**src/design/mpdct_pkg.sv**
```systemverilog
// Shared types and constants for the proportional-mouse cursor tracker.
// Used by the register file, the shared divider and the top level.
// No dependencies.
package mpdct_pkg;

  localparam int unsigned PotW    = 8;
  localparam int unsigned MagW    = 7;
  localparam int unsigned CfgIdxW = 3;
  localparam int unsigned CfgDatW = 8;

  // Register indexes on the configuration port.
  localparam logic [CfgIdxW-1:0] REG_ENABLE   = 3'd0;
  localparam logic [CfgIdxW-1:0] REG_DIVISOR  = 3'd1;
  localparam logic [CfgIdxW-1:0] REG_JUMP     = 3'd2;
  localparam logic [CfgIdxW-1:0] REG_THRESH   = 3'd3;
  localparam logic [CfgIdxW-1:0] REG_WIDTH    = 3'd4;
  localparam logic [CfgIdxW-1:0] REG_HEIGHT   = 3'd5;
  localparam logic [CfgIdxW-1:0] REG_HOME_X   = 3'd6;
  localparam logic [CfgIdxW-1:0] REG_HOME_Y   = 3'd7;

  // Reset values of the registers and of the cursor.
  localparam logic [7:0] RST_DIVISOR = 8'd24;
  localparam logic [6:0] RST_JUMP    = 7'd50;
  localparam logic [6:0] RST_THRESH  = 7'd2;
  localparam logic [7:0] RST_WIDTH   = 8'd40;
  localparam logic [7:0] RST_HEIGHT  = 8'd25;
  localparam logic [7:0] RST_HOME_X  = 8'd20;
  localparam logic [7:0] RST_HOME_Y  = 8'd12;

  // Input item commands.
  localparam logic CMD_SAMPLE = 1'b0;
  localparam logic CMD_START  = 1'b1;

  typedef struct packed {
    logic       enable;
    logic [7:0] divisor;
    logic [6:0] jump_limit;
    logic [6:0] min_step_threshold;
    logic [7:0] scr_cols;
    logic [7:0] scr_rows;
    logic [7:0] home_x;
    logic [7:0] home_y;
  } cfg_t;

  typedef struct packed {
    logic            start;
    logic [MagW-1:0] dividend;
    logic [PotW-1:0] divisor;
  } div_req_t;

  typedef struct packed {
    logic            busy;
    logic            done;
    logic [MagW-1:0] quotient;
  } div_rsp_t;

endpackage

```
**src/design/mouse_pot_delta_cursor_tracker_core.sv**
```systemverilog
// Top level of the proportional-mouse cursor tracker.
// Depends on mpdct_pkg, mpdct_cfg and mpdct_div.
//
// Each transfer on the input channel is one mouse sample or a start command.
// For a sample, each axis takes the 8-bit wrapped difference between the pot
// reading and the stored baseline, drops it as a glitch when its magnitude is
// above the jump limit, and divides it by the divisor with truncation toward
// zero; a zero quotient becomes one step when the magnitude is above the
// minimum step threshold. The Y step is inverted and the cursor is clamped to
// the screen. A start command loads the baseline and puts the cursor at home
// without clamping, whether or not tracking is enabled. Every input transfer
// produces exactly one output transfer carrying the cursor, a moved flag, the
// button state and a click on the press edge. A single restoring divider is
// shared by both axes and produces one quotient bit per cycle. For an enabled
// sample each axis is launched on the divider, gets its seven quotient bits
// and has its quotient captured, X before Y; then the move is applied and the
// result is loaded into the output register, after which the next input
// transfer can be taken. Start commands and disabled samples skip the divider
// and go straight to loading the output register. The block takes one item at
// a time, but a finished result sits in its own output register, so the next
// item is accepted while the previous result still waits to be taken.
// Configuration writes through the plain write port take effect on the next
// clock and are meant to be done while the block is idle.
module mouse_pot_delta_cursor_tracker_core (
  input  logic                           clk_i,
  input  logic                           rst_ni,
  // Configuration write port.
  input  logic                           cfg_we_i,
  input  logic [mpdct_pkg::CfgIdxW-1:0]  cfg_index_i,
  input  logic [mpdct_pkg::CfgDatW-1:0]  cfg_wdata_i,
  // Input channel.
  input  logic                           in_valid_i,
  output logic                           in_ready_o,
  input  logic                           command_i,
  input  logic [mpdct_pkg::PotW-1:0]     pot_x_i,
  input  logic [mpdct_pkg::PotW-1:0]     pot_y_i,
  input  logic                           fire_line_i,
  // Output channel.
  output logic                           out_valid_o,
  input  logic                           out_ready_i,
  output logic [mpdct_pkg::PotW-1:0]     cursor_x_o,
  output logic [mpdct_pkg::PotW-1:0]     cursor_y_o,
  output logic                           moved_o,
  output logic                           button_down_o,
  output logic                           click_o
);
  import mpdct_pkg::*;

  // Sequencer states.
  localparam logic [2:0] S_IDLE  = 3'd0;
  localparam logic [2:0] S_STX   = 3'd1;  // launch the divider on the X axis
  localparam logic [2:0] S_WX    = 3'd2;  // wait for the X quotient
  localparam logic [2:0] S_STY   = 3'd3;  // launch the divider on the Y axis
  localparam logic [2:0] S_WY    = 3'd4;  // wait for the Y quotient
  localparam logic [2:0] S_APPLY = 3'd5;  // move and clamp the cursor
  localparam logic [2:0] S_DONE  = 3'd6;  // hand the result to the output register

  cfg_t     cfg;
  div_req_t div_req;
  div_rsp_t div_rsp;

  logic [2:0]      state_q, state_d;
  logic [PotW-1:0] base_x_q, base_x_d, base_y_q, base_y_d;
  logic [PotW-1:0] pos_x_q, pos_x_d, pos_y_q, pos_y_d;
  logic            btn_now_q, btn_now_d, btn_before_q, btn_before_d;
  logic            moved_q, moved_d;
  logic [PotW-1:0] pot_x_q, pot_x_d, pot_y_q, pot_y_d;
  logic            fire_q, fire_d;
  logic [MagW-1:0] qx_q, qx_d, qy_q, qy_d;

  logic            out_valid_q, out_valid_d;
  logic [PotW-1:0] out_x_q, out_x_d, out_y_q, out_y_d;
  logic            out_moved_q, out_moved_d, out_btn_q, out_btn_d, out_click_q, out_click_d;

  logic            in_xfer;
  logic            out_load;
  logic [PotW-1:0] diff_x, diff_y, mag_x, mag_y;
  logic [PotW-1:0] divisor_eff;
  logic [MagW-1:0] step_x, step_y;
  logic [PotW-1:0] new_x, new_y;

  mpdct_cfg u_cfg (
    .clk_i       (clk_i),
    .rst_ni      (rst_ni),
    .cfg_we_i    (cfg_we_i),
    .cfg_index_i (cfg_index_i),
    .cfg_wdata_i (cfg_wdata_i),
    .cfg_o       (cfg)
  );

  mpdct_div u_div (
    .clk_i  (clk_i),
    .rst_ni (rst_ni),
    .req_i  (div_req),
    .rsp_o  (div_rsp)
  );

  // Magnitude of an 8-bit wrapped difference read as a signed value.
  function automatic logic [PotW-1:0] wrap_mag(input logic [PotW-1:0] diff);
    return diff[PotW-1] ? PotW'(8'd0 - diff) : diff;
  endfunction

  // Step size of one axis: zero for no change or a glitch, else the quotient,
  // raised to one when it is zero and the magnitude passes the threshold.
  function automatic logic [MagW-1:0] step_mag(input logic [PotW-1:0] mag,
                                               input logic [MagW-1:0] quo,
                                               input logic [6:0]      jump,
                                               input logic [6:0]      thresh);
    logic [MagW-1:0] res;
    res = '0;
    if (mag != '0 && mag <= {1'b0, jump}) begin
      if (quo != '0) begin
        res = quo;
      end else if (mag > {1'b0, thresh}) begin
        res = MagW'(1);
      end
    end
    return res;
  endfunction

  // Move a cursor coordinate and clamp it to zero and to the screen limit.
  // A zero step leaves the coordinate alone, even when it is off screen.
  function automatic logic [PotW-1:0] move_pos(input logic [PotW-1:0] pos,
                                               input logic [MagW-1:0] smag,
                                               input logic            down,
                                               input logic [PotW-1:0] size);
    logic [PotW-1:0]   lim;
    logic signed [9:0] n;
    logic [PotW-1:0]   res;
    lim = (size == '0) ? '0 : PotW'(size - 1'b1);
    if (down) begin
      n = $signed({2'b00, pos}) - $signed({3'b000, smag});
    end else begin
      n = $signed({2'b00, pos}) + $signed({3'b000, smag});
    end
    if (smag == '0) begin
      res = pos;
    end else if (n < 0) begin
      res = '0;
    end else if (n > $signed({2'b00, lim})) begin
      res = lim;
    end else begin
      res = n[PotW-1:0];
    end
    return res;
  endfunction

  assign in_ready_o = (state_q == S_IDLE);
  assign in_xfer    = in_valid_i && in_ready_o;
  assign out_load   = (state_q == S_DONE) && (!out_valid_q || out_ready_i);

  assign diff_x      = PotW'(pot_x_q - base_x_q);
  assign diff_y      = PotW'(pot_y_q - base_y_q);
  assign mag_x       = wrap_mag(diff_x);
  assign mag_y       = wrap_mag(diff_y);
  assign divisor_eff = (cfg.divisor == '0) ? PotW'(1) : cfg.divisor;

  // Only magnitudes that pass the jump limit reach the quotient, and those
  // are at most 127, so the low seven bits are the whole dividend.
  always_comb begin
    div_req.start    = (state_q == S_STX) || (state_q == S_STY);
    div_req.dividend = (state_q == S_STY) ? mag_y[MagW-1:0] : mag_x[MagW-1:0];
    div_req.divisor  = divisor_eff;
  end

  assign step_x = step_mag(mag_x, qx_q, cfg.jump_limit, cfg.min_step_threshold);
  assign step_y = step_mag(mag_y, qy_q, cfg.jump_limit, cfg.min_step_threshold);
  // X moves down when its difference is negative; Y is inverted.
  assign new_x  = move_pos(pos_x_q, step_x, diff_x[PotW-1], cfg.scr_cols);
  assign new_y  = move_pos(pos_y_q, step_y, !diff_y[PotW-1], cfg.scr_rows);

  always_comb begin
    state_d      = state_q;
    base_x_d     = base_x_q;
    base_y_d     = base_y_q;
    pos_x_d      = pos_x_q;
    pos_y_d      = pos_y_q;
    btn_now_d    = btn_now_q;
    btn_before_d = btn_before_q;
    moved_d      = moved_q;
    pot_x_d      = pot_x_q;
    pot_y_d      = pot_y_q;
    fire_d       = fire_q;
    qx_d         = qx_q;
    qy_d         = qy_q;
    unique case (state_q)
      S_IDLE: begin
        if (in_xfer) begin
          pot_x_d = pot_x_i;
          pot_y_d = pot_y_i;
          fire_d  = fire_line_i;
          moved_d = 1'b0;
          if (command_i == CMD_START) begin
            base_x_d = pot_x_i;
            base_y_d = pot_y_i;
            pos_x_d  = cfg.home_x;
            pos_y_d  = cfg.home_y;
            state_d  = S_DONE;
          end else if (cfg.enable) begin
            state_d = S_STX;
          end else begin
            state_d = S_DONE;
          end
        end
      end
      S_STX: state_d = S_WX;
      S_WX: begin
        if (div_rsp.done) begin
          qx_d    = div_rsp.quotient;
          state_d = S_STY;
        end
      end
      S_STY: state_d = S_WY;
      S_WY: begin
        if (div_rsp.done) begin
          qy_d    = div_rsp.quotient;
          state_d = S_APPLY;
        end
      end
      S_APPLY: begin
        pos_x_d      = new_x;
        pos_y_d      = new_y;
        moved_d      = (new_x != pos_x_q) || (new_y != pos_y_q);
        base_x_d     = pot_x_q;
        base_y_d     = pot_y_q;
        btn_before_d = btn_now_q;
        btn_now_d    = !fire_q;  // the fire line is active low
        state_d      = S_DONE;
      end
      S_DONE: begin
        if (out_load) begin
          state_d = S_IDLE;
        end
      end
      default: state_d = S_IDLE;
    endcase
  end

  // Output register: loaded from the state when the sequencer finishes and
  // the register is free or being emptied in the same cycle.
  always_comb begin
    out_valid_d = out_valid_q;
    out_x_d     = out_x_q;
    out_y_d     = out_y_q;
    out_moved_d = out_moved_q;
    out_btn_d   = out_btn_q;
    out_click_d = out_click_q;
    if (out_load) begin
      out_valid_d = 1'b1;
      out_x_d     = pos_x_q;
      out_y_d     = pos_y_q;
      out_moved_d = moved_q;
      out_btn_d   = btn_now_q;
      out_click_d = btn_now_q && !btn_before_q;
    end else if (out_ready_i) begin
      out_valid_d = 1'b0;
    end
  end

  always_ff @(posedge clk_i or negedge rst_ni) begin
    if (!rst_ni) begin
      state_q      <= S_IDLE;
      base_x_q     <= '0;
      base_y_q     <= '0;
      pos_x_q      <= RST_HOME_X;
      pos_y_q      <= RST_HOME_Y;
      btn_now_q    <= 1'b0;
      btn_before_q <= 1'b0;
      out_valid_q  <= 1'b0;
    end else begin
      state_q      <= state_d;
      base_x_q     <= base_x_d;
      base_y_q     <= base_y_d;
      pos_x_q      <= pos_x_d;
      pos_y_q      <= pos_y_d;
      btn_now_q    <= btn_now_d;
      btn_before_q <= btn_before_d;
      out_valid_q  <= out_valid_d;
    end
  end

  always_ff @(posedge clk_i) begin
    moved_q     <= moved_d;
    pot_x_q     <= pot_x_d;
    pot_y_q     <= pot_y_d;
    fire_q      <= fire_d;
    qx_q        <= qx_d;
    qy_q        <= qy_d;
    out_x_q     <= out_x_d;
    out_y_q     <= out_y_d;
    out_moved_q <= out_moved_d;
    out_btn_q   <= out_btn_d;
    out_click_q <= out_click_d;
  end

  assign out_valid_o   = out_valid_q;
  assign cursor_x_o    = out_x_q;
  assign cursor_y_o    = out_y_q;
  assign moved_o       = out_moved_q;
  assign button_down_o = out_btn_q;
  assign click_o       = out_click_q;

  // The divider is never launched while it is still working on an axis.
  a_div_start_idle: assert property (@(posedge clk_i) disable iff (!rst_ni)
    div_req.start |-> !div_rsp.busy)
    else $error("divider launched while busy");

  // A quotient only arrives while the sequencer waits for one.
  a_div_done_wait: assert property (@(posedge clk_i) disable iff (!rst_ni)
    div_rsp.done |-> (state_q == S_WX || state_q == S_WY))
    else $error("divider result arrived outside a wait state");

  // A start command puts the cursor at home on the next cycle.
  a_start_homes: assert property (@(posedge clk_i) disable iff (!rst_ni)
    (in_xfer && command_i == CMD_START) |=>
      (pos_x_q == $past(cfg.home_x) && pos_y_q == $past(cfg.home_y)))
    else $error("start command did not home the cursor");

endmodule

```
**src/design/mpdct_cfg.sv**
```systemverilog
// Configuration register file of the cursor tracker.
// Depends on mpdct_pkg for the register indexes, reset values and cfg_t.
module mpdct_cfg (
  input  logic                              clk_i,
  input  logic                              rst_ni,
  input  logic                              cfg_we_i,
  input  logic [mpdct_pkg::CfgIdxW-1:0]     cfg_index_i,
  input  logic [mpdct_pkg::CfgDatW-1:0]     cfg_wdata_i,
  output mpdct_pkg::cfg_t                   cfg_o
);
  import mpdct_pkg::*;

  cfg_t cfg_q, cfg_d;

  always_comb begin
    cfg_d = cfg_q;
    if (cfg_we_i) begin
      unique case (cfg_index_i)
        REG_ENABLE:  cfg_d.enable             = cfg_wdata_i[0];
        REG_DIVISOR: cfg_d.divisor            = cfg_wdata_i;
        REG_JUMP:    cfg_d.jump_limit         = cfg_wdata_i[6:0];
        REG_THRESH:  cfg_d.min_step_threshold = cfg_wdata_i[6:0];
        REG_WIDTH:   cfg_d.scr_cols           = cfg_wdata_i;
        REG_HEIGHT:  cfg_d.scr_rows           = cfg_wdata_i;
        REG_HOME_X:  cfg_d.home_x             = cfg_wdata_i;
        REG_HOME_Y:  cfg_d.home_y             = cfg_wdata_i;
        default:     cfg_d = cfg_q;
      endcase
    end
  end

  always_ff @(posedge clk_i or negedge rst_ni) begin
    if (!rst_ni) begin
      cfg_q.enable             <= 1'b0;
      cfg_q.divisor            <= RST_DIVISOR;
      cfg_q.jump_limit         <= RST_JUMP;
      cfg_q.min_step_threshold <= RST_THRESH;
      cfg_q.scr_cols           <= RST_WIDTH;
      cfg_q.scr_rows           <= RST_HEIGHT;
      cfg_q.home_x             <= RST_HOME_X;
      cfg_q.home_y             <= RST_HOME_Y;
    end else begin
      cfg_q <= cfg_d;
    end
  end

  assign cfg_o = cfg_q;

endmodule

```
**src/design/mpdct_div.sv**
```systemverilog
// Shared restoring divider: a 7-bit magnitude by an 8-bit divisor, one
// quotient bit per cycle. Depends on mpdct_pkg for the request and response types.
module mpdct_div (
  input  logic                 clk_i,
  input  logic                 rst_ni,
  input  mpdct_pkg::div_req_t  req_i,
  output mpdct_pkg::div_rsp_t  rsp_o
);
  import mpdct_pkg::*;

  localparam int unsigned CntW = $clog2(MagW);
  localparam logic [CntW-1:0] LastStep = CntW'(MagW - 1);

  logic            busy_q, busy_d;
  logic            done_q, done_d;
  logic [CntW-1:0] cnt_q, cnt_d;
  logic [PotW-1:0] rem_q, rem_d;
  logic [MagW-1:0] quo_q, quo_d;
  logic [PotW-1:0] dvs_q, dvs_d;
  logic [PotW:0]   shifted;
  logic            fits;

  assign shifted = {rem_q, quo_q[MagW-1]};
  assign fits    = (shifted >= {1'b0, dvs_q});

  always_comb begin
    busy_d = busy_q;
    done_d = 1'b0;
    cnt_d  = cnt_q;
    rem_d  = rem_q;
    quo_d  = quo_q;
    dvs_d  = dvs_q;
    if (req_i.start) begin
      busy_d = 1'b1;
      cnt_d  = '0;
      rem_d  = '0;
      quo_d  = req_i.dividend;
      dvs_d  = req_i.divisor;
    end else if (busy_q) begin
      // The partial remainder stays below the divisor, so it fits in PotW bits.
      if (fits) begin
        rem_d = PotW'(shifted - {1'b0, dvs_q});
      end else begin
        rem_d = shifted[PotW-1:0];
      end
      quo_d = {quo_q[MagW-2:0], fits};
      cnt_d = cnt_q + 1'b1;
      if (cnt_q == LastStep) begin
        busy_d = 1'b0;
        done_d = 1'b1;
      end
    end
  end

  always_ff @(posedge clk_i or negedge rst_ni) begin
    if (!rst_ni) begin
      busy_q <= 1'b0;
      done_q <= 1'b0;
      cnt_q  <= '0;
    end else begin
      busy_q <= busy_d;
      done_q <= done_d;
      cnt_q  <= cnt_d;
    end
  end

  always_ff @(posedge clk_i) begin
    rem_q <= rem_d;
    quo_q <= quo_d;
    dvs_q <= dvs_d;
  end

  assign rsp_o.busy     = busy_q;
  assign rsp_o.done     = done_q;
  assign rsp_o.quotient = quo_q;

endmodule
```
**config.mk**
```make
export PLATFORM = sky130hd
export DESIGN_NAME = mouse_pot_delta_cursor_tracker_core
export DESIGN_NICKNAME = d
export VERILOG_FILES = /design/src/design/mpdct_pkg.sv /design/src/design/mouse_pot_delta_cursor_tracker_core.sv /design/src/design/mpdct_cfg.sv /design/src/design/mpdct_div.sv
export SDC_FILE = /design/constraint.sdc
export NUM_CORES = 1
export LEC_CHECK = 0
export ABC_AREA = 1
export BUFFER_PORTS_ARGS = -buffer_cell sky130_fd_sc_hd__buf_2
export CORE_AREA = 2 2 144 146
export DETAILED_ROUTE_END_ITERATION = 16
export DIE_AREA = 0 0 146 148
export PLACE_DENSITY = 0.89
export SETUP_SLACK_MARGIN = 0.15
export SLEW_MARGIN = 15
export SYNTH_ARGS = -nofsm -noshare
export SYNTH_HDL_FRONTEND = slang
export SYNTH_HIERARCHICAL = 1
export SYNTH_SLANG_ARGS = --single-unit
```
**constraint.sdc**
```tcl
create_clock -name clk_i -period 7.3 [get_ports clk_i]
set_input_delay 0.73 -clock clk_i [delete_from_list [all_inputs] [get_ports clk_i]]
set_output_delay 0.73 -clock clk_i [all_outputs]
set_load 0.005 [all_outputs]
```
Word level (Yosys, flattened, before mapping)
Cells that the tools add are included.
- flip-flop bits (word level): 172
- output and inout bits: 21
- word-level logic and storage cells: 167
- order comparisons: 9
- reduce and logical (&&, ||, !) cells: 39
- add/subtract/negate cells: 12
- mux-type cells: 53
- equal/unequal tests: 21
- operator list (kind ; count):
    $mux 8 ; 19
    $pmux 8 s2 ; 4
    $mux 7 ; 7
    $eq 3x3->1 const B ; 8
    $logic_not 8->1 ; 3
    $mux 3 ; 8
    $reduce_and 2->1 ; 12
    $sub 8x8->8 ; 3
    $pmux 3 s7 ; 1
    $gt 10x9->1 ; 2
    $lt 10x1->1 const B ; 2
    $mux 10 ; 2
    $add 8x7->9 ; 2
    $sub 8x7->9 ; 2
    $gt 8x7->1 ; 2
    $le 8x7->1 ; 2
    $ne 8x8->1 ; 2
    $reduce_bool 8->1 ; 2
    $sub 1x8->8 const A ; 2
    $sub 8x1->8 const B ; 2
    $logic_not 7->1 ; 2
    $reduce_bool 7->1 ; 2
    $eq 3x2->1 const B ; 4
    $mux 1 ; 11
    other kinds (13) ; 28

Depth between registers and ports, before layout
- word-level depth: 16
- depth in mapped cells: 54

By module
The synthesis kept the hierarchy.
- by module, submodules not included (module ; area an instance (µm²) ; times used ; cells each):
    mouse_pot_delta_cursor_tracker_core ; 8509.4 ; 1 ; 1216
    mpdct_cfg ; 2223.4 ; 1 ; 252
    mpdct_div ; 1627.8 ; 1 ; 193

Worst setup path after synthesis
OpenSTA, ideal clock, no wires.
- path kind: flip-flop to flip-flop
- start point: register base_x_q[0]
- end point: register moved_q (data pin)
- path slack: 1.295 ns
- arrival: 5.740 ns
- library setup time: 0.265 ns
- stages on the path, launching flop included: 50
- period minus slack after synthesis: 6.005 ns
- data required time: 7.035 ns
- cells stage by stage: dfrtp_1 -> ha_1 -> fa_1 -> xnor2_1 -> nor2_1 -> xnor2_1 -> nand2_1 -> nand2_1 -> inv_1 -> ha_1 -> a21oi_1 -> o21ai_0 -> nand3_1 -> nand2_1 -> a21oi_1 -> o21a_1 -> nand2_2 -> nor2_1 -> [14 not listed] -> o21ai_0 -> inv_1 -> o21ai_0 -> nand2_1 -> nand2_1 -> nand2_2 -> inv_2 -> o21ai_0 -> a21oi_1 -> nor2_1 -> nand2_1 -> nand2_1 -> nor2_1 -> nand2_1 -> nor2_1 -> nand3_1 -> nor2_1 -> nor2_1
- cells in the longest elaborated chain, start to end: 16
- elaborated cells between the ends (all ways): 22
- those cells by class: 4 x add/sub; 4 x order compare; 1 x eq/ne; 9 x mux; 4 x reduce/logical
- ends and longest elaborated chain (what ; RTL line ; text):
    from (decl) ; mouse_pot_delta_cursor_tracker_core.sv:63 ; logic [PotW-1:0] base_x_q, base_x_d, base_y_q, base_y_d;
    from (signal assigned) ; mouse_pot_delta_cursor_tracker_core.sv:272 ; base_x_q <= base_x_d;
    $sub 8x8->8 * ; mouse_pot_delta_cursor_tracker_core.sv:152 ; assign diff_x = PotW'(pot_x_q - base_x_q);
    $sub 1x8->8 ; mouse_pot_delta_cursor_tracker_core.sv:100 ; return diff[PotW-1] ? PotW'(8'd0 - diff) : diff;
    $mux 8 ; mouse_pot_delta_cursor_tracker_core.sv:100 ;
    $gt 8x7->1 ; mouse_pot_delta_cursor_tracker_core.sv:114 ; end else if (mag > {1'b0, thresh}) begin
    $mux 1 ; mouse_pot_delta_cursor_tracker_core.sv:114 ;
    $mux 7 ; mouse_pot_delta_cursor_tracker_core.sv:112 ; if (quo != '0) begin
    $mux 7 ; mouse_pot_delta_cursor_tracker_core.sv:111 ; if (mag != '0 && mag <= {1'b0, jump}) begin
    $add 8x7->9 or $sub 8x7->9 (tied branches) ; mouse_pot_delta_cursor_tracker_core.sv:134, mouse_pot_delta_cursor_tracker_core.sv:132 ;
    $mux 10 ; mouse_pot_delta_cursor_tracker_core.sv:131 ; if (down) begin
    $gt 10x9->1 ; mouse_pot_delta_cursor_tracker_core.sv:140 ; end else if (n > $signed({2'b00, lim})) begin
    $mux 8 ; mouse_pot_delta_cursor_tracker_core.sv:140 ;
    $mux 8 ; mouse_pot_delta_cursor_tracker_core.sv:138 ; end else if (n < 0) begin
    $mux 8 * ; mouse_pot_delta_cursor_tracker_core.sv:136 ; if (smag == '0) begin
    $ne 8x8->1 * ; mouse_pot_delta_cursor_tracker_core.sv:223 ; moved_d = (new_x != pos_x_q) || (new_y != pos_y_q);
    $logic_or 1x1->1 * ; mouse_pot_delta_cursor_tracker_core.sv:223 ;
    $pmux 1 s2 * ; mouse_pot_delta_cursor_tracker_core.sv:186 ; unique case (state_q)
    to (signal assigned) ; mouse_pot_delta_cursor_tracker_core.sv:283 ; moved_q <= moved_d;
    to (decl) ; mouse_pot_delta_cursor_tracker_core.sv:66 ; logic moved_q, moved_d;
Every way passes the cells marked *; elsewhere a longest branch is shown, timed or not.
A chain may end at the register's enable or synchronous reset.

Worst setup path in the final report
- start point: register base_y_q[0]
- end point: register moved_q (data pin)
- cells in the longest elaborated chain, start to end: 16
- elaborated cells between the ends (all ways): 22
- those cells by class: 4 x add/sub; 4 x order compare; 1 x eq/ne; 9 x mux; 4 x reduce/logical
- ends and longest elaborated chain (what ; RTL line ; text):
    from (decl) ; mouse_pot_delta_cursor_tracker_core.sv:63 ;
    from (signal assigned) ; mouse_pot_delta_cursor_tracker_core.sv:273 ; base_y_q <= base_y_d;
    $sub 8x8->8 * ; mouse_pot_delta_cursor_tracker_core.sv:153 ; assign diff_y = PotW'(pot_y_q - base_y_q);
    $sub 1x8->8 ; mouse_pot_delta_cursor_tracker_core.sv:100 ;
    $mux 8 ; mouse_pot_delta_cursor_tracker_core.sv:100 ;
    $gt 8x7->1 ; mouse_pot_delta_cursor_tracker_core.sv:114 ;
    $mux 1 ; mouse_pot_delta_cursor_tracker_core.sv:114 ;
    $mux 7 ; mouse_pot_delta_cursor_tracker_core.sv:112 ;
    $mux 7 ; mouse_pot_delta_cursor_tracker_core.sv:111 ;
    $sub 8x7->9 or $add 8x7->9 (tied branches) ; mouse_pot_delta_cursor_tracker_core.sv:132, mouse_pot_delta_cursor_tracker_core.sv:134 ;
    $mux 10 ; mouse_pot_delta_cursor_tracker_core.sv:131 ;
    $gt 10x9->1 ; mouse_pot_delta_cursor_tracker_core.sv:140 ;
    $mux 8 ; mouse_pot_delta_cursor_tracker_core.sv:140 ;
    $mux 8 ; mouse_pot_delta_cursor_tracker_core.sv:138 ;
    $mux 8 * ; mouse_pot_delta_cursor_tracker_core.sv:136 ;
    $ne 8x8->1 * ; mouse_pot_delta_cursor_tracker_core.sv:223 ;
    $logic_or 1x1->1 * ; mouse_pot_delta_cursor_tracker_core.sv:223 ;
    $pmux 1 s2 * ; mouse_pot_delta_cursor_tracker_core.sv:186 ;
Marks and branches as above.

==> results.txt <==
----------------------------------------------------
[Timing]
  Share of the clock period used by the worst path after layout ... 93.8%
  Final Slew Violations ... 0
  Number of endpoints failing setup at the final stage ... 0
  Transition time of the tightest slew-check pin ... roughly 1.1 ns
  Final Hold Vio Count ... 0
  Largest clock skew in the final design ... between 0.01 and 0.015 ns
  Max-slew headroom at the worst pin ... between 20% and 30%
  Maximum operating frequency ... between 100 and 150 MHz
  Worst Setup Slack, final ... around 0.45 ns
  Final critical path time including I/O delays and setup ... 6.85 ns

[Setup path]
  Start-to-end type of the worst setup path ... flip-flop to flip-flop
  Critical-path maximum fanout ... 6
  Worst endpoint required time ... between 7 and 8 ns
  Startpoint of the lowest-slack register-to-register path ... base_y_q[0]
  Delay of the slowest critical-path stage ... 0.56 ns
  Buffer and inverter count on the worst path ... 5
  Most common cell on crit path ... sky130_fd_sc_hd__nand2_1
  Reg2reg setup slack ... 0.45 ns
  Cells on worst reg2reg path ... between 40 and 50
  Critical path endpoint category ... flip-flop
  Cell type group with the largest total delay on the critical path ... simple AND/OR/NAND/NOR gates
  Worst-path cell with the longest stage delay ... sky130_fd_sc_hd__fa_2
  Worst reg2reg endpoint ... moved_q
  CP startpoint kind ... flip-flop
  Arrival time reported for the critical path endpoint ... roughly 7 ns

[Job]
  Number of max-capacitance violations reported ... 0

[Floorplanning]
  Die W ... 146 um
  DIE AREA ... approximately 22000 sq um
  Overall die height ... ~150 um
  Number of ports placed on the die boundary ... 55
  Floorplan Core Area ... approximately 20000 sq um
  Starting utilization of the core area ... 61.6%
  Standard-cell rows ... 52

[Global route]
  Total grt overflow ... 0
  Via count of the first global-routing pass ... approximately 11000
  Global-route wire length before repair ... around 51 mm
  Initial antenna violation count ... 0
  Largest net degree at the start of global routing ... 77
  Global-route usage over all layers ... approximately 29%

[CTS]
  Buffers from clock root to sink, at most ... 2
  Clock tree from TritonCTS ... yes
  Clock-pin slew reported for the worst setup and hold paths after clock tree synthesis ... approximately 0.07 ns
  Clock latency reported for the late side of the worst-skew pair ... around 0.44 ns
  Number of buffers added to fix hold violations after cts ... 0
  Count of clock tree sinks ... around 170
  Clock buffer count from CTS ... 17
  Clk Tree Root Cell ... sky130_fd_sc_hd__clkbuf_16
  H-tree depth ... 4

[Logic synthesis]
  Cell count after synthesis ... 1660
  Mean instance size in the synthesized netlist ... ~7.4 sq um
  Synth Cell Area ... about 12000 sq um
  Synthesis warning total ... 6
  Net count of the mapped netlist ... 1803

[Place]
  Placement Setup Slack ... 0.234 ns
  Estimated wirelength of the detail-placed design ... roughly 23 mm
  Placer's final routability congestion estimate ... 0.949
  I/O Buffers ... between 50 and 60

[Layout]
  Layout Nets ... approximately 1900
  Fill cells ... around 1600
  Fraction of layout cells with a size suffix above 1 ... between 10% and 20%
  Layout overhead on the synthesized area ... 11.7%
  N_diodes ... 0

[Status]
  Result of the run ... completed

[Route]
  Total routed wirelength ... 31.9 mm
  Number of remaining DRC errors ... 0
  Wire per inst ... 16.0 um
  DR vias ... approximately 11000
  Mean number of vias per cell ... 5.69
  Count of nets left with antenna violations after detail routing ... 0
  Router iterations before antenna repair ... 6
  Iteration-0 DRC Markers ... approximately 1200

[Min path]
  Path type of the worst min-delay path ... input pin to async pin

----------------------------------------------------
## flip-flops by register name, indices dropped and copies added, names as in the netlist, 7 cells and up
register     count
base_x_q         8
u_div/dvs_q      8
qy_q             7
u_cfg/cfg_o     55
u_div/rem_q      8
qx_q             7
pot_y_q          8
u_div/quo_q      7
cursor_x_o       8
pos_x_q          8
pos_y_q          8
pot_x_q          8
base_y_q         8
cursor_y_o       8
## layout by cell type (no fill, tap or decap), drive strengths merged, types with 6 or more instances in the layout
cell and count:
o21ai 84, inv 247, o21bai 6, a31oi 20
o22ai 11, edfxtp 66, dfxtp 8, a21oi 68
clkbuf 17, nand3 118, nand2 536, nor3 11
nor2 149, dfstp 19, xor2 19, fa 7
nand4 20, o211ai 16, nand3b 18, buf 75
dfrtp 79, ha 102
## per-layer routing
metal	share of wire, %	wire [um]	up-vias	GRT usage, %
met5	0	0	-	0
met4	3.5	1120	0	13.2
met3	6.4	2050	80	4.69
met2	48	15400	476	49.0
met1	42	13200	5323	36.5
li1	-	-	5487	-
## worst max-delay path by stage
stage | from | to | slack (ns) | depth (start not counted)
4_1_cts | pot_x_q[2] | moved_q | 0.20 | 51
6_report | base_y_q[0] | moved_q | 0.45 | 45
3_3_place_gp | base_x_q[0] | moved_q | 0.24 | 47
5_1_grt | pot_x_q[0] | moved_q | -0.002 | 50
2_1_floorplan | base_x_q[0] | moved_q | 1.30 | 49
3_5_place_dp | pot_x_q[2] | moved_q | 0.23 | 49
## final cells by class
class	instances	area, sq um	area share [%]
clock inverters	15	175	1.27
repair buffers	75	434	3.15
inverters	240	907	6.58
flip-flops and latches	172	4620	33.5
multi-input cells	1207	6900	50.0
clock buffers	17	425	3.08
well taps	270	338	2.45
## what timing repair did
item / in CTS / in global routing
pin swaps: 0 / 20
setup buffers: 0 / 14
resized for setup: 2 / 79
gates cloned: 0 / 1
endpoints found under the setup margin: 1 / 17
## per-stage QoR
step                      setup TNS, ns  hold slack (ns)  utilization, %  std cells  cell area, sq um
final                                 0            0.213            68.8       1996             13800
after global routing           -0.00162            0.224            68.8       1996             13800
after detailed placement              0            0.454            63.8       1949             12800
after global placement                0            0.443            63.8       1949             12800
after floorplan                       0            0.400               -       1660             12400
after CTS                             0            0.210            66.9       1981             13400
Power is not shown: default switching activity piles up to over one toggle a cycle in this logic, so the estimate is an artifact.
